## config.mk

```make
export PLATFORM = sky130hd
export DESIGN_NAME = index_of_coincidence_unit
export DESIGN_NICKNAME = d
export VERILOG_FILES = /design/src/hw/rtl/ioc_pkg.sv /design/src/hw/rtl/ioc_cell.sv /design/src/hw/rtl/ioc_divider.sv /design/src/hw/rtl/index_of_coincidence_unit.sv
export SDC_FILE = /design/constraint.sdc
export NUM_CORES = 2
export LEC_CHECK = 0
export CAP_MARGIN = 40
export CORE_MARGIN = 4
export CORE_UTILIZATION = 25
export CTS_CLUSTER_SIZE = 8
export DETAILED_ROUTE_END_ITERATION = 10
export DONT_BUFFER_PORTS = 1
export GPL_TIMING_DRIVEN = 0
export SYNTH_ARGS = -nofsm -noshare
export SYNTH_HDL_FRONTEND = slang
export SYNTH_SLANG_ARGS = --single-unit
```

## constraint.sdc

```tcl
create_clock -name clk -period 12.7 [get_ports clk]
set_clock_uncertainty 0.1 [all_clocks]
set_input_delay 1.27 -clock clk [delete_from_list [all_inputs] [get_ports clk]]
set_output_delay 1.27 -clock clk [all_outputs]
set_load 0.1 [all_outputs]
```

## src/hw/rtl/ioc_pkg.sv

```systemverilog
package ioc_pkg;

  // Text and histogram dimensions
  localparam int unsigned COUNT_BITS_DEF = 16;
  localparam int unsigned ALPHABET_BINS  = 26;
  localparam int unsigned BIN_W          = $clog2(ALPHABET_BINS);
  localparam int unsigned LETTER_W       = 16;
  localparam int unsigned PAIR_W         = 2 * LETTER_W;
  localparam int unsigned FRAC_BITS      = 16;
  localparam int unsigned QUO_W          = FRAC_BITS + 1;

  // ASCII letter bounds
  localparam logic [7:0] ASCII_UPPER_A = 8'h41;
  localparam logic [7:0] ASCII_UPPER_Z = 8'h5A;
  localparam logic [7:0] ASCII_LOWER_A = 8'h61;
  localparam logic [7:0] ASCII_LOWER_Z = 8'h7A;

  // Per-cell control: count one letter, or take the neighbour's count
  typedef struct packed {
    logic inc;
    logic shift;
  } cell_ctrl_t;

endpackage

```

## src/hw/rtl/ioc_cell.sv

```systemverilog
module ioc_cell #(
  parameter int unsigned CNT_W = ioc_pkg::COUNT_BITS_DEF
) (
  input  logic                clk,
  input  logic                rst,
  input  ioc_pkg::cell_ctrl_t ctrl,
  input  logic [CNT_W-1:0]    upstream,
  output logic [CNT_W-1:0]    count
);

  // Hold one bin count; shift towards the head of the chain while draining
  always_ff @(posedge clk) begin
    if (rst) begin
      count <= '0;
    end else if (ctrl.shift) begin
      count <= upstream;
    end else if (ctrl.inc) begin
      count <= count + CNT_W'(1);
    end
  end

endmodule

```

## src/hw/rtl/ioc_divider.sv

```systemverilog
module ioc_divider (
  input  logic                             clk,
  input  logic                             rst,
  input  logic                             start,
  input  logic [ioc_pkg::PAIR_W-1:0]       dividend,
  input  logic [ioc_pkg::PAIR_W-1:0]       divisor,
  output logic                             done,
  output logic [ioc_pkg::QUO_W-1:0]        quotient
);

  localparam int unsigned REM_W  = ioc_pkg::PAIR_W + 1;
  localparam int unsigned STEP_W = $clog2(ioc_pkg::QUO_W + 1);

  logic [REM_W-1:0]          rem;
  logic [ioc_pkg::PAIR_W-1:0] den;
  logic [STEP_W-1:0]         steps;
  logic                      busy;
  logic                      fits;
  logic [REM_W-1:0]          rem_sub;

  // One restoring step: compare, subtract when the divisor fits
  assign fits    = rem >= {1'b0, den};
  assign rem_sub = fits ? (rem - {1'b0, den}) : rem;

  // Produce one quotient bit per cycle, most significant first
  always_ff @(posedge clk) begin
    if (rst) begin
      busy  <= 1'b0;
      done  <= 1'b0;
      steps <= '0;
    end else begin
      done <= 1'b0;
      if (start) begin
        busy  <= 1'b1;
        steps <= STEP_W'(ioc_pkg::QUO_W);
        rem   <= {1'b0, dividend};
        den   <= divisor;
      end else if (busy) begin
        quotient <= {quotient[ioc_pkg::QUO_W-2:0], fits};
        rem      <= {rem_sub[REM_W-2:0], 1'b0};
        steps    <= steps - STEP_W'(1);
        if (steps == STEP_W'(1)) begin
          busy <= 1'b0;
          done <= 1'b1;
        end
      end
    end
  end

endmodule

```

## src/hw/rtl/index_of_coincidence_unit.sv

```systemverilog
// Letters are counted at one byte per cycle while the input is not stalled.
// After the last byte the 26-cell chain drains through one multiplier, then
// N*(N-1) is formed and the result is loaded; for a last byte with two or more
// letters the divider start, load and 17 shift-subtract steps follow before
// the result is valid, while with fewer than two letters the divider is skipped.
// Input stalls meanwhile, and while an earlier result still waits.
// Reset (rst, synchronous) clears the bins, letter total, overflow flag and handshakes.
module index_of_coincidence_unit #(
  parameter int unsigned COUNT_BITS = ioc_pkg::COUNT_BITS_DEF
) (
  input  logic                              clk,
  input  logic                              rst,
  input  logic                              char_valid,
  output logic                              char_stall,
  input  logic [7:0]                        char_byte,
  input  logic                              last_byte,
  output logic                              result_valid,
  input  logic                              result_stall,
  output logic [ioc_pkg::PAIR_W-1:0]        pair_sum,
  output logic [ioc_pkg::PAIR_W-1:0]        pair_total,
  output logic [ioc_pkg::QUO_W-1:0]         coincidence_fraction,
  output logic [ioc_pkg::LETTER_W-1:0]      letter_total,
  output logic                              too_few_letters,
  output logic                              count_overflow
);

  localparam int unsigned CNT_W = (COUNT_BITS >= ioc_pkg::LETTER_W) ?
                                  ioc_pkg::LETTER_W : COUNT_BITS;
  localparam logic [ioc_pkg::LETTER_W-1:0] COUNT_MAX =
      ioc_pkg::LETTER_W'((64'd1 << CNT_W) - 64'd1);
  localparam int unsigned BINS = ioc_pkg::ALPHABET_BINS;

  typedef enum logic [2:0] {
    S_COUNT,
    S_DRAIN,
    S_TOTAL,
    S_LOAD,
    S_DIV
  } state_t;

  state_t                          state;
  logic [ioc_pkg::LETTER_W-1:0]    letters_seen;
  logic                            overflow_seen;
  logic [ioc_pkg::BIN_W-1:0]       drain_idx;
  logic [ioc_pkg::PAIR_W-1:0]      acc;
  logic [ioc_pkg::PAIR_W-1:0]      prod;
  logic                            div_start;
  logic                            div_done;
  logic [ioc_pkg::QUO_W-1:0]       div_quotient;

  logic [CNT_W-1:0]                counts [BINS];
  logic                            is_upper;
  logic                            is_lower;
  logic                            is_letter;
  logic [ioc_pkg::BIN_W-1:0]       bin;
  logic                            sat;
  logic                            count_fire;
  logic                            few;
  logic [ioc_pkg::LETTER_W-1:0]    mul_a;
  logic [ioc_pkg::LETTER_W-1:0]    mul_b;

  // Classify the byte and fold case into one bin
  assign is_upper  = (char_byte >= ioc_pkg::ASCII_UPPER_A) &&
                     (char_byte <= ioc_pkg::ASCII_UPPER_Z);
  assign is_lower  = (char_byte >= ioc_pkg::ASCII_LOWER_A) &&
                     (char_byte <= ioc_pkg::ASCII_LOWER_Z);
  assign is_letter = is_upper || is_lower;
  assign bin       = is_upper ? ioc_pkg::BIN_W'(char_byte - ioc_pkg::ASCII_UPPER_A)
                              : ioc_pkg::BIN_W'(char_byte - ioc_pkg::ASCII_LOWER_A);
  assign sat        = letters_seen >= COUNT_MAX;
  assign char_stall = (state != S_COUNT);
  assign count_fire = (state == S_COUNT) && char_valid && is_letter && !sat;
  assign few        = letters_seen < ioc_pkg::LETTER_W'(2);

  // Chain of bin cells; the tail takes zero so the drain clears the histogram
  for (genvar i = 0; i < BINS; i++) begin : g_cell
    ioc_pkg::cell_ctrl_t ctrl;
    logic [CNT_W-1:0]    upstream;

    assign ctrl.inc   = count_fire && (bin == ioc_pkg::BIN_W'(i));
    assign ctrl.shift = (state == S_DRAIN);

    if (i == BINS - 1) begin : g_tail
      assign upstream = '0;
    end else begin : g_link
      assign upstream = counts[i+1];
    end

    ioc_cell #(
      .CNT_W (CNT_W)
    ) u_cell (
      .clk      (clk),
      .rst      (rst),
      .ctrl     (ctrl),
      .upstream (upstream),
      .count    (counts[i])
    );
  end

  // Shared multiplier operands: head bin while draining, letter total after
  assign mul_a = (state == S_DRAIN) ? ioc_pkg::LETTER_W'(counts[0]) : letters_seen;
  assign mul_b = mul_a - ioc_pkg::LETTER_W'(1);

  ioc_divider u_div (
    .clk      (clk),
    .rst      (rst),
    .start    (div_start),
    .dividend (acc),
    .divisor  (prod),
    .done     (div_done),
    .quotient (div_quotient)
  );

  // Sequence counting, drain, pair total, divide and result hand-off
  always_ff @(posedge clk) begin
    if (rst) begin
      state         <= S_COUNT;
      letters_seen  <= '0;
      overflow_seen <= 1'b0;
      result_valid  <= 1'b0;
      drain_idx     <= '0;
      div_start     <= 1'b0;
    end else begin
      div_start <= 1'b0;
      if (result_valid && !result_stall) begin
        result_valid <= 1'b0;
      end
      unique case (state)
        S_COUNT: begin
          if (char_valid) begin
            if (is_letter) begin
              if (sat) begin
                overflow_seen <= 1'b1;
              end else begin
                letters_seen <= letters_seen + ioc_pkg::LETTER_W'(1);
              end
            end
            if (last_byte) begin
              state     <= S_DRAIN;
              drain_idx <= '0;
              acc       <= '0;
              prod      <= '0;
            end
          end
        end
        S_DRAIN: begin
          acc       <= acc + prod;
          prod      <= mul_a * mul_b;
          drain_idx <= drain_idx + ioc_pkg::BIN_W'(1);
          if (drain_idx == ioc_pkg::BIN_W'(BINS - 1)) begin
            state <= S_TOTAL;
          end
        end
        S_TOTAL: begin
          acc   <= acc + prod;
          prod  <= mul_a * mul_b;
          state <= S_LOAD;
        end
        S_LOAD: begin
          if (!result_valid || !result_stall) begin
            pair_sum        <= acc;
            pair_total      <= prod;
            letter_total    <= letters_seen;
            too_few_letters <= few;
            count_overflow  <= overflow_seen;
            letters_seen    <= '0;
            overflow_seen   <= 1'b0;
            if (few) begin
              coincidence_fraction <= '0;
              result_valid         <= 1'b1;
              state                <= S_COUNT;
            end else begin
              div_start <= 1'b1;
              state     <= S_DIV;
            end
          end
        end
        S_DIV: begin
          if (div_done) begin
            coincidence_fraction <= div_quotient;
            result_valid         <= 1'b1;
            state                <= S_COUNT;
          end
        end
        default: begin
          state <= S_COUNT;
        end
      endcase
    end
  end

endmodule

```

==> summary.md <==
| Metric | Value |
|---|---|
| Post-synthesis area per instance | 8.889 um2 |
| Power per cell area | 133.7 nW/um2 |
| Dominant register cell in the synthesized netlist | sky130_fd_sc_hd__dfxtp_1 |
| Worst R2R Start | state[0] |
| Run status | finished clean |
| Post-layout worst setup margin | 1838 ps |
| Number of nets with antenna violations after detailed routing | 0 |
| Cell types with the largest area share after synthesis | sky130_fd_sc_hd__dfxtp_1 (20%), sky130_fd_sc_hd__edfxtp_1 (16%), sky130_fd_sc_hd__fa_1 (8.8%), sky130_fd_sc_hd__ha_1 (6.0%), sky130_fd_sc_hd__a221oi_1 (5.8%) |
| Worst Max-Slew Pin Slew | 979.4 ps |
| Initial core utilization | 25.13% |
| CTS hold repair buffers | 0 |
| Share of the cycle needed by the critical path after routing | 85.53% |
| Origin of the worst setup path | state[0] |
| Die outline area | 183,700 um2 |
| Count of port buffers added during placement | 0 |
| Worst slew margin relative to its limit | 34.24% |
| Critical Setup Path Class | flop to flop |
| Share of power burned in the clock network | 35.0% |
| Horizontal extent of the die | 428.5 um |
| Buffer depth of the longest clock path | 3 |
| Longest individual stage delay on the worst path | 620 ps |
| Final max-slew violation count | 0 |
| Reported leakage power | 20.22 nW |
| Class of the most critical hold timing path | flop to flop |
| Die outline height | 428.5 um |
| Switching share of power | 35.89% |
| Vias after detailed routing | 39,220 |
| Antenna violations before repair | 8 |
| Tightest hold margin | 330.9 ps |
| Arrival time of the worst setup path | 11,180 ps |
| Clock period minus worst slack | 10,860 ps |
| Vias per cell | 5.178 |
| Finished Core Util | 29.68% |
| Synth cell types | 79 |
| Sinks on Clock Net | 689 |
| Critical path launch point type | flop |
| Post-route setup TNS | 0 ps |
| Endpoint type of the worst setup path | flop |
| Post-CTS resize count | 0 |
| Total power draw | 6.979 mW |
| Clock slew seen by the registers of the worst setup and hold paths | 50 ps |
| Internal power component | 4.474 mW |
| Nets | 5,615 |
| Iteration-0 DRC Markers | 3,573 |
| Congestion Overflow GR | 0 |
| Share of total power in combinational logic | 26.3% |
| Routed WL per cell | 19.73 um |
| Final-report hold violation count | 0 |
| Number of cells after detailed placement | 7,426 |
| Post-place setup slack | 2100 ps |
| Number of standard cells after synthesis | 4,974 |
| Root cell of the clock tree | sky130_fd_sc_hd__clkbuf_16 |
| Clock Latency Late Sink | 720 ps |
| Count of cells along the worst register-to-register path | 32 |
| # setup viols final | 0 |
| Total number of yosys warnings | 0 |
| TritonCTS clock tree | built |
| Synth Cell Area | 44,210 um2 |
| Top-level I/O count | 114 |
| Slowest stage cell on the critical path | sky130_fd_sc_hd__fa_1 |
| Most area-hungry cell type in the Yosys netlist | sky130_fd_sc_hd__dfxtp_1 |
| Setup repair after global routing missed its margin | false |
| Htree depth | 3 |
| CP dominant cell by count | sky130_fd_sc_hd__fa_1 |
| Placeable core area | 175,900 um2 |
| Flop and latch count out of synthesis | 689 |
| Gp weighted congestion | 0.9298 |
| Destination of the worst register-to-register timing path | prod[31] |
| Number of synthesized flops with an enable pin | 239 |
| Gr usage total | 15.61% |
| Timing-limited maximum frequency | 92.07 MHz |
| Non-filler instance count after layout | 7,574 |
| Number of max-cap violations | 0 |
| First-pass GRT wire length | 228.8 mm |
| Number of fill cells in the layout | 18,270 |
| Fraction of layout instances using a drive strength above 1 | 6.220% |
| End point of the critical path | prod[31] |
| Yosys top cell area share | 20.37% |
| Largest net degree at the start of global routing | 30 |
| Rows | 154 |
| Power share of the sequential group | 38.7% |
| DR pass1 iterations | 7 |
| Detailed Route WL | 149.4 mm |
| Fraction of registers with async set/reset | 0% |
| Cell area after layout | 52,210 um2 |
| Detailed placer's ending HPWL | 114.3 mm |
| Maximum net fanout on the critical path | 11 |
| Post-detailed-route DRC marker count | 0 |
| Worst path required time | 13,020 ps |
| Number of global-route vias before repair | 38,300 |
| TritonCTS buffer count | 98 |
| Area of placed instances | 49,210 um2 |
| Worst VDD drop | 0.1160 mV |
| Share of the yosys chip area belonging to registers | 36.61% |
| Buffers inserted during post-CTS setup optimization | 0 |
| Register-to-register path setup slack | 1840 ps |
| Synthesis-to-finish area growth | 18.08% |
| Sw power | 2.505 mW |
-- cell usage after synthesis, types with 24 or more instances --
library cell	count
sky130_fd_sc_hd__a211oi_1	33
sky130_fd_sc_hd__a21o_1	41
sky130_fd_sc_hd__a21oi_1	161
sky130_fd_sc_hd__a221oi_1	292
sky130_fd_sc_hd__a31oi_1	39
sky130_fd_sc_hd__and2_1	39
sky130_fd_sc_hd__and3_1	215
sky130_fd_sc_hd__buf_2	24
sky130_fd_sc_hd__clkbuf_1	243
sky130_fd_sc_hd__dfxtp_1	450
sky130_fd_sc_hd__edfxtp_1	239
sky130_fd_sc_hd__fa_1	194
sky130_fd_sc_hd__ha_1	212
sky130_fd_sc_hd__inv_1	330
sky130_fd_sc_hd__nand2_1	347
sky130_fd_sc_hd__nand2b_1	109
sky130_fd_sc_hd__nand3_1	123
sky130_fd_sc_hd__nand4_1	30
sky130_fd_sc_hd__nor2_1	674
sky130_fd_sc_hd__nor3_1	117
sky130_fd_sc_hd__nor3b_1	249
sky130_fd_sc_hd__nor4_1	46
sky130_fd_sc_hd__o21ai_0	320
sky130_fd_sc_hd__xnor2_1	88
sky130_fd_sc_hd__xor2_1	73
-- state kept, by name, summed over array words and instances (netlist names), 3 cells and up --
register / flops
u_div.steps: 5
letter_total: 16
letters_seen: 16
u_div.den: 31
state: 3
coincidence_fraction: 17
prod: 31
drain_idx: 5
pair_sum: 31
g_cell.u_cell.count: 416
acc: 31
pair_total: 31
u_div.rem: 32
u_div.quotient: 17
-- power by group through the flow --
stage | clock network [mW] | logic [mW] | registers, mW
after floorplan | 0 | 1.10 | 2.71
after global placement | 0 | 1.58 | 2.82
after detailed placement | 0 | 1.76 | 2.75
after CTS | 2.48 | 1.78 | 2.70
after global routing | 2.57 | 1.98 | 2.71
final | 2.44 | 1.83 | 2.70
-- logic make-up (layout without fill, tap and decap cells) --
kind of cell             Yosys count  in the layout  synth area share (%)
XOR/XNOR                         161            161                 3.189
adder cells (fa/ha/maj)          406            406                 14.78
AO/OA/AOI/OAI                   1040           1040                 16.10
AND/OR/NAND/NOR                 2036           2036                 23.38
other                              1             11              0.008481
multiplexers                      26             26                0.6084
flip-flops                       689            689                 36.61
buffers and inverters            615            865                 5.326
-- cell usage in the layout, fill, tap and decap left out, types with 16 or more instances in the layout --
master                      count
sky130_fd_sc_hd__nor2_1       672
sky130_fd_sc_hd__dfxtp_1      450
sky130_fd_sc_hd__nand2_1      347
sky130_fd_sc_hd__inv_1        330
sky130_fd_sc_hd__o21ai_0      320
sky130_fd_sc_hd__a221oi_1     292
sky130_fd_sc_hd__clkbuf_1     261
sky130_fd_sc_hd__nor3b_1      247
sky130_fd_sc_hd__edfxtp_1     239
sky130_fd_sc_hd__and3_1       215
sky130_fd_sc_hd__ha_1         212
sky130_fd_sc_hd__fa_1         194
sky130_fd_sc_hd__a21oi_1      160
sky130_fd_sc_hd__nand3_1      123
sky130_fd_sc_hd__nor3_1       117
sky130_fd_sc_hd__nand2b_1     109
sky130_fd_sc_hd__clkbuf_16    106
sky130_fd_sc_hd__xnor2_1       88
sky130_fd_sc_hd__xor2_1        73
sky130_fd_sc_hd__buf_16        48
sky130_fd_sc_hd__nor4_1        46
sky130_fd_sc_hd__a21o_1        41
sky130_fd_sc_hd__and2_1        39
sky130_fd_sc_hd__a31oi_1       39
sky130_fd_sc_hd__a211oi_1      33
sky130_fd_sc_hd__buf_2         31
sky130_fd_sc_hd__nand4_1       30
sky130_fd_sc_hd__nand3b_1      23
sky130_fd_sc_hd__a21bo_2       23
sky130_fd_sc_hd__buf_8         21
sky130_fd_sc_hd__mux2i_1       19
sky130_fd_sc_hd__o311ai_0      19
sky130_fd_sc_hd__buf_4         19
sky130_fd_sc_hd__buf_6         16
-- worst min-delay path by stage --
stage,startpoint,end,slack [ps],depth (start not counted)
final,u_div.quotient[2],u_div.quotient[3],330,0
after global routing,u_div.quotient[2],u_div.quotient[3],350,0
after CTS,u_div.quotient[2],u_div.quotient[3],340,0
after detailed placement,letters_seen[10],letter_total[10],320,0
after global placement,letters_seen[10],letter_total[10],320,0
after floorplan,letters_seen[10],letter_total[10],310,0
-- final cells by class --
type                    instances  area (um2)  share of cell area (%)
clock inverters                12       188.9                  0.3619
inverters                     333        1250                   2.394
repair buffers                121        2268                   4.345
multi-input cells            3671       25730                   49.28
flip-flops and latches        689       16190                   31.00
well taps                    2340        2928                   5.608
diodes                          9       22.52                 0.04314
plain buffers                 282        1105                   2.116
clock buffers                 117        2534                   4.853
-- critical path: cells and delay by family (launching register included) --
kind | cells | cell delay [ps]
compound gates | 6 | 1630
fa+ha+maj | 9 | 3910
buf+inv | 9 | 2400
flops | 1 | 330
mux | 1 | 520
simple gates | 7 | 1670
-- layer usage --
| layer | vias to the layer above | wire length (um) | track usage, % |
|---|---|---|---|
| met3 | 327 | 9683 | 2.240 |
| met2 | 1486 | 69490 | 25.32 |
| met4 | 4 | 7663 | 8.124 |
| li1 | 18220 | - | - |
| met1 | 19180 | 62570 | 20.17 |
| met5 | - | 25 | 0 |
Note: power is estimated with default switching activity, not from simulation.
